--- src/hw/rtl/lpr_pkg.sv ---
// lpr_pkg: shared constants and angle helpers for the lidar relative-time block.
// No dependencies; imported by the top level and by lpr_cordic, lpr_front and lpr_back.
package lpr_pkg;

	// Item kinds carried in tuser
	localparam logic MODE_HEADER = 1'b0;
	localparam logic MODE_POINT  = 1'b1;

	// Register index (word address bit of paddr)
	localparam logic REG_MIN_RANGE = 1'b0;

	localparam logic [18:0] MIN_RANGE_RESET = 19'd1024;

	// Angle constants in Q30 radians
	localparam logic [35:0] Q30_PI       = 36'd3373259426;
	localparam logic [35:0] Q30_HALF_PI  = 36'd1686629713;
	localparam logic [35:0] Q30_3HALF_PI = 36'd5059889139;
	localparam logic [35:0] Q30_2PI      = 36'd6746518852;
	localparam logic [35:0] Q30_3PI      = 36'd10119778278;

	localparam int ATAN_LEN = 24;

	// atan(2^-i) in Q30
	localparam logic [31:0] ATAN_Q30 [ATAN_LEN] = '{
		32'd843314857, 32'd497837829, 32'd263043836, 32'd133525158, 32'd67021686,
		32'd33543515, 32'd16775850, 32'd8388437, 32'd4194282, 32'd2097149,
		32'd1048575, 32'd524287, 32'd262143, 32'd131071, 32'd65535, 32'd32767,
		32'd16383, 32'd8191, 32'd4095, 32'd2047, 32'd1023, 32'd511, 32'd255, 32'd127
	};

	// Round a Q30 angle to af fraction bits
	function automatic logic [35:0] q30_to_ang(input logic [35:0] v, input int af);
		q30_to_ang = (v + (36'd1 << (29 - af))) >> (30 - af);
	endfunction

	function automatic logic [35:0] atan_ang(input logic [4:0] idx, input int af);
		atan_ang = q30_to_ang({4'd0, ATAN_Q30[idx]}, af);
	endfunction

endpackage

--- src/hw/rtl/lidar_point_relative_time.sv ---
// lidar_point_relative_time: top level, stream ports, APB register and front/back split.
// Depends on lpr_pkg, lpr_front, lpr_queue, lpr_back.
//
// Stamps each lidar point of a sweep with its relative time in the rotation (Q1.14).
// A header request (tuser = 0) carries the first and last point of the sweep; the block
// takes their azimuths, folds the end azimuth into start+pi..start+3pi and divides
// out the span reciprocal. Point requests (tuser = 1) get azimuth -atan2(y,x),
// unwrapped against the start or end azimuth, and are dropped if closer than
// min_range (register at byte address 0, reset 1024). The front runs an
// iterative CORDIC, one micro-rotation a cycle: one pass for a point, two for a
// header (first, then last point). The back steps a point through unwrap, multiply
// and rounding states, and a header through its bit-serial reciprocal divider.
// A two-entry queue between them and a registered output let either side
// stall alone; the front takes a new item only once it has queued the last one.
module lidar_point_relative_time #(
	parameter int COORD_WIDTH     = 20,
	parameter int ANGLE_FRAC_BITS = 12,
	parameter int CORDIC_STAGES   = 16
) (
	input  logic clk,
	input  logic arst_n,
	// tdata: x_pos, y_pos, z_pos, last_x, last_y (low to high), zero padded
	input  logic [((5*COORD_WIDTH+7)/8)*8-1:0] s_axis_tdata,
	// tuser: mode
	input  logic                               s_axis_tuser,
	input  logic                               s_axis_tvalid,
	output logic                               s_axis_tready,
	// tdata: out_x, out_y, out_z, rel_time (low to high), zero padded
	output logic [((3*COORD_WIDTH+23)/8)*8-1:0] m_axis_tdata,
	output logic                                m_axis_tvalid,
	input  logic                                m_axis_tready,
	input  logic        psel,
	input  logic        penable,
	input  logic        pwrite,
	input  logic [2:0]  paddr,
	input  logic [31:0] pwdata,
	output logic [31:0] prdata,
	output logic        pready
);
	import lpr_pkg::*;

	localparam int CW    = COORD_WIDTH;
	localparam int AF    = ANGLE_FRAC_BITS;
	localparam int AW    = AF + 6;   // Q5.AF plus headroom for unwrapped angles
	localparam int QW    = 3 * CW + 2 * AW + 2;
	localparam int OUT_W = ((3 * CW + 23) / 8) * 8;

	logic [18:0] min_range_q;
	logic [37:0] min_sq_q;        // min_range squared, kept alongside the register
	logic        cfg_wr;

	logic              q_push, q_full, q_pop, q_empty;
	logic [QW-1:0]     q_wdata, q_head;
	logic signed [CW-1:0] o_x, o_y, o_z;
	logic signed [15:0]   o_rt;

	// APB: zero wait states, only word 0 is backed by a register
	assign pready = 1'b1;
	assign cfg_wr = psel && penable && pwrite && pready && (paddr[2] == REG_MIN_RANGE);
	assign prdata = (paddr[2] == REG_MIN_RANGE) ? 32'(min_range_q) : 32'd0;

	always_ff @(posedge clk or negedge arst_n) begin
		if (!arst_n) begin
			min_range_q <= MIN_RANGE_RESET;
			min_sq_q    <= 38'(MIN_RANGE_RESET) * 38'(MIN_RANGE_RESET);
		end else if (cfg_wr) begin
			min_range_q <= pwdata[18:0];
			min_sq_q    <= 38'(pwdata[18:0]) * 38'(pwdata[18:0]);
		end
	end

	lpr_front #(.CW(CW), .AW(AW), .AF(AF), .STAGES(CORDIC_STAGES), .QW(QW)) u_front (
		.clk      (clk),
		.arst_n   (arst_n),
		.in_valid (s_axis_tvalid),
		.in_ready (s_axis_tready),
		.in_mode  (s_axis_tuser),
		.in_x     (s_axis_tdata[CW-1:0]),
		.in_y     (s_axis_tdata[2*CW-1:CW]),
		.in_z     (s_axis_tdata[3*CW-1:2*CW]),
		.in_lx    (s_axis_tdata[4*CW-1:3*CW]),
		.in_ly    (s_axis_tdata[5*CW-1:4*CW]),
		.min_sq   (min_sq_q),
		.q_push   (q_push),
		.q_data   (q_wdata),
		.q_full   (q_full)
	);

	lpr_queue #(.W(QW)) u_queue (
		.clk       (clk),
		.arst_n    (arst_n),
		.push      (q_push),
		.push_data (q_wdata),
		.full      (q_full),
		.pop       (q_pop),
		.head      (q_head),
		.empty     (q_empty)
	);

	lpr_back #(.CW(CW), .AW(AW), .AF(AF), .QW(QW)) u_back (
		.clk       (clk),
		.arst_n    (arst_n),
		.q_head    (q_head),
		.q_empty   (q_empty),
		.q_pop     (q_pop),
		.out_valid (m_axis_tvalid),
		.out_ready (m_axis_tready),
		.out_x     (o_x),
		.out_y     (o_y),
		.out_z     (o_z),
		.rel_time  (o_rt)
	);

	assign m_axis_tdata = OUT_W'({o_rt, o_z, o_y, o_x});

endmodule

--- src/hw/rtl/lpr_cordic.sv ---
// lpr_cordic: iterative CORDIC vectoring unit, one micro-rotation per cycle.
// Depends on lpr_pkg (stage angle table, pi).
module lpr_cordic #(
	parameter int CW     = 20,
	parameter int AW     = 18,
	parameter int AF     = 12,
	parameter int STAGES = 16
) (
	input  logic                 clk,
	input  logic                 arst_n,
	input  logic                 start,
	input  logic signed [CW-1:0] x_in,
	input  logic signed [CW-1:0] y_in,
	output logic                 done,
	output logic signed [AW-1:0] angle
);
	import lpr_pkg::*;

	localparam int XW = CW + 3;
	localparam int SW = (STAGES > 1) ? $clog2(STAGES) : 1;
	localparam logic signed [AW-1:0] PI_A = AW'(q30_to_ang(Q30_PI, AF));

	logic signed [XW-1:0] x_q, y_q, dx, dy, xe, ye;
	logic signed [AW-1:0] z_q, stage_a;
	logic [SW-1:0]        cnt_q;
	logic                 busy_q, done_q, zero_q;

	assign xe      = XW'(x_in);
	assign ye      = XW'(y_in);
	assign dx      = y_q >>> cnt_q;
	assign dy      = x_q >>> cnt_q;
	assign stage_a = AW'(atan_ang(5'(cnt_q), AF));

	always_ff @(posedge clk or negedge arst_n) begin
		if (!arst_n) begin
			busy_q <= 1'b0;
			done_q <= 1'b0;
			cnt_q  <= '0;
		end else begin
			done_q <= 1'b0;
			if (start) begin
				busy_q <= 1'b1;
				cnt_q  <= '0;
			end else if (busy_q) begin
				if (cnt_q == SW'(STAGES - 1)) begin
					busy_q <= 1'b0;
					done_q <= 1'b1;
				end else begin
					cnt_q <= cnt_q + 1'b1;
				end
			end
		end
	end

	always_ff @(posedge clk) begin
		if (start) begin
			zero_q <= (x_in == '0) && (y_in == '0);
			// fold left half-plane by +-pi
			if (x_in < 0) begin
				x_q <= -xe;
				y_q <= -ye;
				z_q <= (y_in >= 0) ? PI_A : -PI_A;
			end else begin
				x_q <= xe;
				y_q <= ye;
				z_q <= '0;
			end
		end else if (busy_q) begin
			if (!y_q[XW-1]) begin
				x_q <= x_q + dx;
				y_q <= y_q - dy;
				z_q <= z_q + stage_a;
			end else begin
				x_q <= x_q - dx;
				y_q <= y_q + dy;
				z_q <= z_q - stage_a;
			end
		end
	end

	assign done  = done_q;
	assign angle = zero_q ? '0 : z_q;

endmodule

--- src/hw/rtl/lpr_queue.sv ---
// lpr_queue: two-entry FIFO between front and back.
// No package dependency.
module lpr_queue #(
	parameter int W = 8
) (
	input  logic         clk,
	input  logic         arst_n,
	input  logic         push,
	input  logic [W-1:0] push_data,
	output logic         full,
	input  logic         pop,
	output logic [W-1:0] head,
	output logic         empty
);
	logic [W-1:0] mem_q [2];
	logic         wr_q, rd_q;
	logic [1:0]   cnt_q;

	always_ff @(posedge clk or negedge arst_n) begin
		if (!arst_n) begin
			wr_q  <= 1'b0;
			rd_q  <= 1'b0;
			cnt_q <= '0;
		end else begin
			if (push) wr_q <= ~wr_q;
			if (pop) rd_q <= ~rd_q;
			cnt_q <= cnt_q + {1'b0, push} - {1'b0, pop};
		end
	end

	always_ff @(posedge clk) begin
		if (push) mem_q[wr_q] <= push_data;
	end

	assign head  = mem_q[rd_q];
	assign full  = (cnt_q == 2'd2);
	assign empty = (cnt_q == 2'd0);

endmodule

--- src/hw/rtl/lpr_front.sv ---
// lpr_front: accepts items, runs atan2 and the squared range test, queues the result.
// Depends on lpr_pkg and lpr_cordic.
module lpr_front #(
	parameter int CW     = 20,
	parameter int AW     = 18,
	parameter int AF     = 12,
	parameter int STAGES = 16,
	parameter int QW     = 3 * 20 + 2 * 18 + 2
) (
	input  logic                 clk,
	input  logic                 arst_n,
	input  logic                 in_valid,
	output logic                 in_ready,
	input  logic                 in_mode,
	input  logic signed [CW-1:0] in_x,
	input  logic signed [CW-1:0] in_y,
	input  logic signed [CW-1:0] in_z,
	input  logic signed [CW-1:0] in_lx,
	input  logic signed [CW-1:0] in_ly,
	input  logic [37:0]          min_sq,
	output logic                 q_push,
	output logic [QW-1:0]        q_data,
	input  logic                 q_full
);
	import lpr_pkg::*;

	localparam int R2W  = 2 * CW + 2;
	localparam int CMPW = (R2W > 38) ? R2W : 38;

	typedef enum logic [1:0] {F_IDLE, F_CORD_A, F_CORD_B, F_PUSH} fstate_t;
	fstate_t state_q;

	logic                 mode_q, keep_q;
	logic signed [CW-1:0] x_q, y_q, z_q, lx_q, ly_q, sq_op;
	logic signed [AW-1:0] ang_a_q, ang_b_q, c_angle;
	logic [2*CW-1:0]      sq_s1;
	logic [R2W-1:0]       r2_q;
	logic [2:0]           sq_cnt_q;
	logic                 accept, c_start, c_done;
	logic signed [CW-1:0] c_x, c_y;

	assign in_ready = (state_q == F_IDLE);
	assign accept   = in_valid && in_ready;
	assign c_start  = accept || (state_q == F_CORD_A && c_done && mode_q == MODE_HEADER);
	assign c_x      = (state_q == F_IDLE) ? in_x : lx_q;
	assign c_y      = (state_q == F_IDLE) ? in_y : ly_q;

	lpr_cordic #(.CW(CW), .AW(AW), .AF(AF), .STAGES(STAGES)) u_cordic (
		.clk(clk), .arst_n(arst_n), .start(c_start), .x_in(c_x), .y_in(c_y),
		.done(c_done), .angle(c_angle)
	);

	always_comb begin
		case (sq_cnt_q)
			3'd0:    sq_op = x_q;
			3'd1:    sq_op = y_q;
			default: sq_op = z_q;
		endcase
	end

	always_ff @(posedge clk or negedge arst_n) begin
		if (!arst_n) begin
			state_q <= F_IDLE;
		end else begin
			case (state_q)
				F_IDLE:   if (accept) state_q <= F_CORD_A;
				F_CORD_A: if (c_done) state_q <= (mode_q == MODE_HEADER) ? F_CORD_B : F_PUSH;
				F_CORD_B: if (c_done) state_q <= F_PUSH;
				F_PUSH:   if (!q_full) state_q <= F_IDLE;
				default:  state_q <= F_IDLE;
			endcase
		end
	end

	always_ff @(posedge clk) begin
		if (accept) begin
			mode_q   <= in_mode;
			x_q      <= in_x;
			y_q      <= in_y;
			z_q      <= in_z;
			lx_q     <= in_lx;
			ly_q     <= in_ly;
			sq_cnt_q <= '0;
			r2_q     <= '0;
		end
		if (state_q == F_CORD_A) begin
			// x^2, y^2, z^2 through one multiplier, each product accumulated in the next cycle
			if (sq_cnt_q < 3'd3) sq_s1 <= (2*CW)'(sq_op * sq_op);
			if (sq_cnt_q != 3'd0 && sq_cnt_q <= 3'd3) r2_q <= r2_q + R2W'(sq_s1);
			if (sq_cnt_q != 3'd4) sq_cnt_q <= sq_cnt_q + 3'd1;
			if (c_done) begin
				ang_a_q <= -c_angle;
				keep_q  <= (CMPW'(r2_q) >= CMPW'(min_sq));
			end
		end
		if (state_q == F_CORD_B && c_done) ang_b_q <= -c_angle;
	end

	assign q_push = (state_q == F_PUSH) && !q_full;
	assign q_data = {keep_q, mode_q, ang_b_q, ang_a_q, z_q, y_q, x_q};

endmodule

--- src/hw/rtl/lpr_back.sv ---
// lpr_back: scan state, span reciprocal divider, azimuth unwrap and rel_time output.
// Depends on lpr_pkg.
module lpr_back #(
	parameter int CW = 20,
	parameter int AW = 18,
	parameter int AF = 12,
	parameter int QW = 3 * 20 + 2 * 18 + 2
) (
	input  logic                 clk,
	input  logic                 arst_n,
	input  logic [QW-1:0]        q_head,
	input  logic                 q_empty,
	output logic                 q_pop,
	output logic                 out_valid,
	input  logic                 out_ready,
	output logic signed [CW-1:0] out_x,
	output logic signed [CW-1:0] out_y,
	output logic signed [CW-1:0] out_z,
	output logic signed [15:0]   rel_time
);
	import lpr_pkg::*;

	localparam int UW = AW + 2;
	localparam int PW = UW + 20;
	localparam int RW = AW + 1;
	localparam int NB = 19 + AF;
	localparam int CNTW = $clog2(NB);
	localparam logic signed [UW-1:0] PI_U     = UW'(q30_to_ang(Q30_PI, AF));
	localparam logic signed [UW-1:0] HPI_U    = UW'(q30_to_ang(Q30_HALF_PI, AF));
	localparam logic signed [UW-1:0] THPI_U   = UW'(q30_to_ang(Q30_3HALF_PI, AF));
	localparam logic signed [UW-1:0] TWOPI_U  = UW'(q30_to_ang(Q30_2PI, AF));
	localparam logic signed [UW-1:0] THREEPI_U = UW'(q30_to_ang(Q30_3PI, AF));
	localparam logic signed [PW-1:0] RND      = PW'(1) <<< (AF + 3);
	localparam logic signed [PW-1:0] SAT_HI   = PW'(32767);
	localparam logic signed [PW-1:0] SAT_LO   = PW'(-32768);

	typedef enum logic [2:0] {B_IDLE, B_HDR, B_DIV, B_UNW, B_MUL, B_RND} bstate_t;
	bstate_t state_q;

	logic signed [CW-1:0] x_q, y_q, z_q;
	logic signed [AW-1:0] ang_a_q, ang_b_q, start_q, end_q;
	logic                 keep_q, mode_h, half_q;
	logic [17:0]          recip_q, quo_q;
	logic [AW-1:0]        span_q;
	logic [RW-1:0]        rem_q;
	logic [RW:0]          rem_nx;
	logic [CNTW-1:0]      bit_q;
	logic signed [UW-1:0] a_q, a0, a1, b0, b1, s_u, e_u, e0, d0, e_fold;
	logic                 hp_set, rem_ge;
	logic signed [PW-1:0] prod_s1, rnd, sat;

	assign mode_h = q_head[QW-2];
	assign q_pop  = (state_q == B_IDLE) && !q_empty;

	// header fold of the end azimuth
	assign e0 = UW'(ang_b_q) + TWOPI_U;
	assign d0 = e0 - UW'(ang_a_q);
	always_comb begin
		if (d0 > THREEPI_U) e_fold = e0 - TWOPI_U;
		else if (d0 < PI_U) e_fold = e0 + TWOPI_U;
		else e_fold = e0;
	end

	// restoring divide of 2^(18+AF) by span, one quotient bit a cycle
	assign rem_nx = {rem_q, (bit_q == CNTW'(18 + AF))};
	assign rem_ge = rem_nx >= (RW+1)'(span_q);

	// point unwrap
	assign s_u = UW'(start_q);
	assign e_u = UW'(end_q);
	assign a0  = UW'(ang_a_q);
	assign b0  = a0 + TWOPI_U;
	always_comb begin
		if (a0 < s_u - HPI_U) a1 = a0 + TWOPI_U;
		else if (a0 > s_u + THPI_U) a1 = a0 - TWOPI_U;
		else a1 = a0;
		if (b0 < e_u - THPI_U) b1 = b0 + TWOPI_U;
		else if (b0 > e_u + HPI_U) b1 = b0 - TWOPI_U;
		else b1 = b0;
		hp_set = (a1 - s_u) > PI_U;
	end

	assign rnd = (prod_s1 + RND) >>> (AF + 4);
	always_comb begin
		if (rnd > SAT_HI) sat = SAT_HI;
		else if (rnd < SAT_LO) sat = SAT_LO;
		else sat = rnd;
	end

	always_ff @(posedge clk or negedge arst_n) begin
		if (!arst_n) begin
			state_q   <= B_IDLE;
			start_q   <= '0;
			end_q     <= '0;
			recip_q   <= '0;
			half_q    <= 1'b0;
			out_valid <= 1'b0;
		end else begin
			if (state_q == B_RND && keep_q && (!out_valid || out_ready)) out_valid <= 1'b1;
			else if (out_valid && out_ready) out_valid <= 1'b0;
			case (state_q)
				B_IDLE: begin
					if (!q_empty) state_q <= (mode_h == MODE_HEADER) ? B_HDR : B_UNW;
				end
				B_HDR: begin
					start_q <= ang_a_q;
					end_q   <= AW'(e_fold);
					half_q  <= 1'b0;
					state_q <= B_DIV;
				end
				B_DIV: begin
					if (bit_q == '0) begin
						recip_q <= {quo_q[16:0], rem_ge};
						state_q <= B_IDLE;
					end
				end
				B_UNW: begin
					if (!half_q && hp_set) half_q <= 1'b1;
					state_q <= B_MUL;
				end
				B_MUL: state_q <= B_RND;
				B_RND: begin
					if (!keep_q || !out_valid || out_ready) state_q <= B_IDLE;
				end
				default: state_q <= B_IDLE;
			endcase
		end
	end

	always_ff @(posedge clk) begin
		if (q_pop) begin
			{keep_q, ang_b_q, ang_a_q, z_q, y_q, x_q} <=
				{q_head[QW-1], q_head[QW-3:0]};
		end
		case (state_q)
			B_HDR: begin
				span_q <= AW'(e_fold - UW'(ang_a_q));
				rem_q  <= '0;
				quo_q  <= '0;
				bit_q  <= CNTW'(NB - 1);
			end
			B_DIV: begin
				rem_q <= rem_ge ? RW'(rem_nx - (RW+1)'(span_q)) : RW'(rem_nx);
				quo_q <= {quo_q[16:0], rem_ge};
				bit_q <= bit_q - 1'b1;
			end
			B_UNW: a_q <= half_q ? b1 : a1;
			B_MUL: prod_s1 <= PW'((UW+1)'(a_q) - (UW+1)'(start_q)) * PW'($signed({1'b0, recip_q}));
			B_RND: begin
				if (keep_q && (!out_valid || out_ready)) begin
					out_x    <= x_q;
					out_y    <= y_q;
					out_z    <= z_q;
					rel_time <= 16'(sat);
				end
			end
			default: ;
		endcase
	end

endmodule
--- config.mk ---
export PLATFORM = sky130hd
export DESIGN_NAME = lidar_point_relative_time
export DESIGN_NICKNAME = d
export VERILOG_FILES = /design/src/hw/rtl/lpr_pkg.sv /design/src/hw/rtl/lidar_point_relative_time.sv /design/src/hw/rtl/lpr_cordic.sv /design/src/hw/rtl/lpr_queue.sv /design/src/hw/rtl/lpr_front.sv /design/src/hw/rtl/lpr_back.sv
export SDC_FILE = /design/constraint.sdc
export NUM_CORES = 2
export LEC_CHECK = 0
export BUFFER_PORTS_ARGS = -buffer_cell sky130_fd_sc_hd__buf_2
export CAP_MARGIN = 30
export CORE_MARGIN = 4
export CORE_UTILIZATION = 60
export CTS_CLUSTER_SIZE = 20
export DETAILED_ROUTE_END_ITERATION = 12
export HOLD_SLACK_MARGIN = 0.1
export PLACE_DENSITY = 0.88
export SLEW_MARGIN = 5
export SYNTH_ARGS = -nofsm -noshare
export SYNTH_HDL_FRONTEND = slang
export SYNTH_SLANG_ARGS = --single-unit
--- constraint.sdc ---
create_clock -name clk -period 13 [get_ports clk]
set_clock_uncertainty 0.05 [all_clocks]
set_input_delay 3.9 -clock clk [delete_from_list [all_inputs] [get_ports clk]]
set_output_delay 3.9 -clock clk [all_outputs]
set_load 0.01 [all_outputs]
-- After elaboration in Yosys (flattened, before gate mapping)
Memories as Yosys holds them, arrays and structs flattened.
Index checks and enable logic that the tools add are counted.
- flip-flop bits (word level): 708
- memory bits (writable): 196
- memory bits (read-only): 1024
- input port bits: 147
- output and inout port bits: 115
- word-level logic and storage cells: 239
- memories kept: 2
- add/sub/neg operators: 33
- multiply operators: 3
- order comparisons: 16
- equal/unequal tests: 22
- shift operators: 2
- muxes and demuxes: 64
- bitwise operators: 5
- reductions and logical operators: 45
- memories (name ; words ; width ; rd ports ; clocked after memory_dff ; wr ports ; RTL line ; source):
    (no name shown) ; 32 ; 32 ; 1 ; 0 ; 0 ; lpr_pkg.sv:37 ; atan_ang = q30_to_ang({4'd0, ATAN_Q30[idx]}, af);
    u_queue.mem_q ; 2 ; 98 ; 1 ; 0 ; 1 ; lpr_queue.sv:15 ; logic [W-1:0] mem_q [2];
- operators with widths (kind ; count):
    two-way mux 23 bit ; 8
    two-way mux 18 bit ; 8
    two-way mux 20 bit ; 7
    two-way mux 42 bit ; 3
    two-way mux 32 bit ; 2
    adder 18 x 16 -> 19 bit, second input constant ; 3
    adder 23 bit ; 2
    negator 20 -> 23 bit ; 2
    >>> shifter 23 x 4 -> 23 bit ; 2
    subtractor 23 bit ; 2
    adder 42 x 40 -> 42 bit ; 1
    greater-or-equal comparator 42 x 38 -> 1 bit ; 1
    adder 40 x 17 -> 40 bit, second input constant ; 1
    logical NOT 20 bit ; 2
    multiplier 20 x 20 -> 40 bit ; 1
    multiplier 40 x 19 -> 40 bit ; 1
    case mux 20 bit (2 select lines) ; 1
    multiplier 19 x 19 -> 38 bit ; 1
    two-way mux 19 bit ; 2
    case mux 19 bit (2 select lines) ; 1
    subtractor 18 x 16 -> 19 bit, second input constant ; 2
    case mux 17 bit (2 select lines) ; 1
    adder 32 x 18 -> 33 bit, second input constant ; 1
    greater-than comparator 24 x 16 -> 1 bit, second input constant ; 1
    65 further kinds ; 134

-- Logic depth before layout (Yosys ltp)
- word-level depth: 9
- gate-level depth with buffers: 39

-- Hierarchy
From an unflattened synthesis, not the netlist that was laid out.
- cell total of the unflattened synthesis: 8869
- area, all modules: 89796.1 µm²
- by module, submodules not included (module ; instances ; cells an instance ; area each (µm²) ; seq. area each (µm²)):
    lpr_back ; 1 ; 3553 ; 34833.4 ; 9794.4
    lpr_front ; 1 ; 2343 ; 24543.5 ; 6266.0
    lidar_point_relative_time ; 1 ; 1453 ; 12916.1 ; 1378.8
    lpr_cordic ; 1 ; 1200 ; 10206.0 ; 2102.0
    lpr_queue ; 1 ; 320 ; 7297.0 ; 5985.7

-- Worst setup path before layout
OpenSTA, ideal clock, no wires.
- path kind: register to register
- start point: register u_back.state_q[0]
- end point: register u_queue.cnt_q[1]
- setup time: 0.080 ns
- data arrival time: 11.787 ns
- data required time: 12.870 ns
- slack: 1.083 ns
- cell stages (with the launch flop): 8
- period minus slack after synthesis: 11.917 ns
- cells stage by stage: dfrtp_1 clkbuf_1 nor4_1 ha_1 inv_1 ha_1 xnor2_1 xnor2_1
- longest elaborated chain between the ends: 3
- RTL lines (item ; RTL line ; source):
    start: declaration ; lpr_back.sv:38 ; bstate_t state_q;
    start signal: assignment ; lpr_back.sv:103 ; if (!q_empty) state_q <= (mode_h == MODE_HEADER) ? B_HDR : B_UNW;
    logical NOT 3 bit ; lpr_back.sv:53 ; assign q_pop = (state_q == B_IDLE) && !q_empty;
    logical AND 1 bit ; lpr_back.sv:53 ;
    named net q_pop ; lidar_point_relative_time.sv:52 ; logic q_push, q_full, q_pop, q_empty;
    subtractor 2 x 1 -> 2 bit ; lpr_queue.sv:27 ; cnt_q <= cnt_q + {1'b0, push} - {1'b0, pop};
    end signal: assignment ; lpr_queue.sv:27 ;
    end: declaration ; lpr_queue.sv:17 ; logic [1:0] cnt_q;
The timed path passes the listed nets, and every way through them passes these cells.
A chain may end at the register's enable or synchronous reset.

-- Final worst setup path
- start point: register u_back.start_q[0]
- end point: register u_back.prod_s1[39], data pin
- longest elaborated chain between the ends: 2
- RTL lines (item ; RTL line ; source):
    start: declaration ; lpr_back.sv:41 ; logic signed [AW-1:0] ang_a_q, ang_b_q, start_q, end_q;
    start signal: assignment ; lpr_back.sv:106 ; start_q <= ang_a_q;
    subtractor 20 x 18 -> 21 bit ; lpr_back.sv:148 ; B_MUL: prod_s1 <= PW'((UW+1)'(a_q) - (UW+1)'(start_q)) * PW'($signed({1'b0, recip_q}));
    multiplier 40 x 19 -> 40 bit ; lpr_back.sv:148 ;
    end signal: assignment ; lpr_back.sv:148 ;
    end: declaration ; lpr_back.sv:50 ; logic signed [PW-1:0] prod_s1, rnd, sat;
No other way between the ends.

==> qor.yml <==
post-route-min-period_ps: 10750
drive_gt1_share_pct: 8.231
critPathKind: "flop to flop"
critPathArrivalTime_ps: 11150
placedInstanceArea_um2: 91100
totalWireLength_mm: 218.1
io_pins: 262
finalCritPeriodShare_pct: 82.73
synth-simple-area-share_pct: 12.05
die_y_um: 391.2
synth_top_cell_by_area: "edfxtp_1"
vias: 64620
synthAdderAreaFrac_pct: 32.50
syn_area_um2: 88090
htree_levels: 3
cts-resized-gates: 0
rsz0062_at_grt: "no"
antenna_found_initial: 3
tns_ps: 0
crit_required_ps: 13390
synthXorXnorAreaFrac_pct: 4.848
place.port_buffers: 224
start_util_pct: 60.44
finalHoldViolCount: 0
cts_hold_buf: 0
maxSlewViolCount: 0
synthTopCellsByArea: "edfxtp_1 24%, fa_1 23%, ha_1 9.3%"
finalCoreUtilization_pct: 64.83
clock_latency_ps: 770
clk_pin_slew_worst_paths_ps: 60
routedWlPerCell_um: 20.15
cts_setup_buffers: 0
avgSynthCellArea_um2: 10.10
yosysSeqAreaShare_pct: 28.98
drv_cap: 0
synth_top_area_share_pct: 24.37
n_antenna_cell: 0
status: "finished, final reports clean"
dieArea_um2: 153000
clockBufferDepth: 3
critPathSlowestCell: "fa_1"
synth_cell_type_count: 106
end_kind: "flop"
synth_mux_area_share_pct: 4.075
drt_pass1_iterations: 8
synth_edf_count: 715
cts_tree: "done"
timing.fmax_mhz: 92.98
hold_slack_ps: 365.4
cp_max_fo: 27
start_kind: "flop"
clock-sinks: 886
cts_buffers: 95
cts_root_buf: "clkbuf_16"
grtUsageTotal_pct: 28.90
slowest_delay_ps: 1100
die_x_um: 391.2
gr-total-overflow: 0
crit_path_frequent_cell: "fa_1"
drtIter0Drc: 5359
syn-instance-count: 8719
max_slew_margin_pct: 31.36
setup_viol: 0
viasPerCell: 5.971
area_growth_pct: 7.265
ant_nets: 0
layout.nets: 10650
ys_seq_elements: 886
grt_pass1_vias: 68280
synthArstFlopShare_pct: 14.22
post-route-cell-area_um2: 94490
tightest_slew_ps: 1030
holdCritPathClass: "flop to flop"
drc: 0
grt_max_degree: 86
synth_compound_area_share_pct: 9.535
yosysWarnings: 0
num_rows: 140
synth_top_family_by_area: "adder cells"
coreArea_um2: 145700
synth_ff_type: "edfxtp_1"
dpl.hpwl_mm: 167.9
grt_pass1_wl_mm: 353.2
finalWeightedCongestion: 0.9638
through the flow:
step	worst slack, ps	cells
final	2245	10820
after CTS	2283	10820
after global routing	1561	10820
after global placement	1986	10640
after detailed placement	1831	10640
after floorplan	1083	8735
final cells by class:
cell class,count,area (um2)
Fill cell,10680,51250
Clock buffer,118,2484
Tap cell,1917,2399
Clock inverter,59,832.0
Sequential cell,886,25530
Multi-Input combinational cell,6014,55720
Timing Repair Buffer,302,1793
Inverter,1526,5731
worst paths after layout:
path                                        start                 end  slack (ps)  cells past startpoint
min in group asynchronous                  arst_n    u_back.end_q[17]        3160                      1
max in group asynchronous                  arst_n        min_sq_q[37]        8320                      2
worst min register to register     u_back.y_q[11]    u_back.out_y[11]         370                      0
worst min-delay path               u_back.y_q[11]    u_back.out_y[11]         370                      0
worst max-delay path            u_back.start_q[0]  u_back.prod_s1[39]        2250                     34
worst max register to register  u_back.start_q[0]  u_back.prod_s1[39]        2250                     34
critical path, delay by kind of cell, from the launching register on:
family / cells / cell delay (ps)
adder cells (fa/ha/maj): 9 / 4700
AO/OA/AOI/OAI: 17 / 4170
buffers and inverters: 5 / 650
flip-flops: 1 / 430
AND/OR/NAND/NOR: 2 / 400
XOR/XNOR: 1 / 100
cell usage after synthesis (59+ instances only):
cell type  count
nor2b_1       88
mux2_2       154
nor3_1       114
fa_1        1022
inv_1       1511
nand2_1      800
xnor2_1      315
ha_1         653
clkbuf_1     242
nor2_1       488
nand3_1      157
edfxtp_1     715
dfrtp_1      124
mux2i_1       71
nand2b_1      61
a21o_1       132
and2_1       282
xor2_1       170
o21ai_0      367
a21oi_1      327
a31oi_1       59
o21a_1        63
flip-flops by register name, indices dropped and copies added (netlist names), 19 cells and up:
name / cells
min_range_q: 19
min_sq_q: 36
u_back.a_q: 20
u_back.out_x: 20
u_back.out_y: 20
u_back.out_z: 20
u_back.prod_s1: 25
u_back.rem_q: 19
u_back.x_q: 20
u_back.y_q: 20
u_back.z_q: 20
u_front.lx_q: 20
u_front.ly_q: 20
u_front.r2_q: 42
u_front.sq_s1: 39
u_front.u_cordic.x_q: 23
u_front.u_cordic.y_q: 23
u_front.x_q: 20
u_front.y_q: 20
u_front.z_q: 20
u_queue.mem_q: 196
logic make-up (layout without fill, tap and decap cells):
kind of cell             count (synthesis)  count (layout)
buffers and inverters                 1835            2005
multiplexers                           274             274
flip-flops                             886             886
AND/OR/NAND/NOR                       2239            2239
AO/OA/AOI/OAI                         1322            1322
XOR/XNOR                               486             486
adder cells (fa/ha/maj)               1675            1675
other                                    2              18
cell usage in the layout, fill, tap and decap left out, drive strengths merged, types with 170 or more instances in the layout:
cell    instances
fa           1022
edfxtp        715
xnor2         315
o21ai         371
xor2          170
nor2          489
buf           302
and2          284
nand2         802
inv          1523
ha            653
a21oi         328
metal layers:
layer	share of wire (%)	up-vias	track usage (%)
li1	-	28990	-
met1	37	32060	35.26
met2	50	2779	49.61
met5	0.012	-	0
met3	7.4	791	4.790
met4	5.9	4	14.98
Power is not shown: default switching activity piles up to over one toggle a cycle in this logic, so the estimate is an artifact.
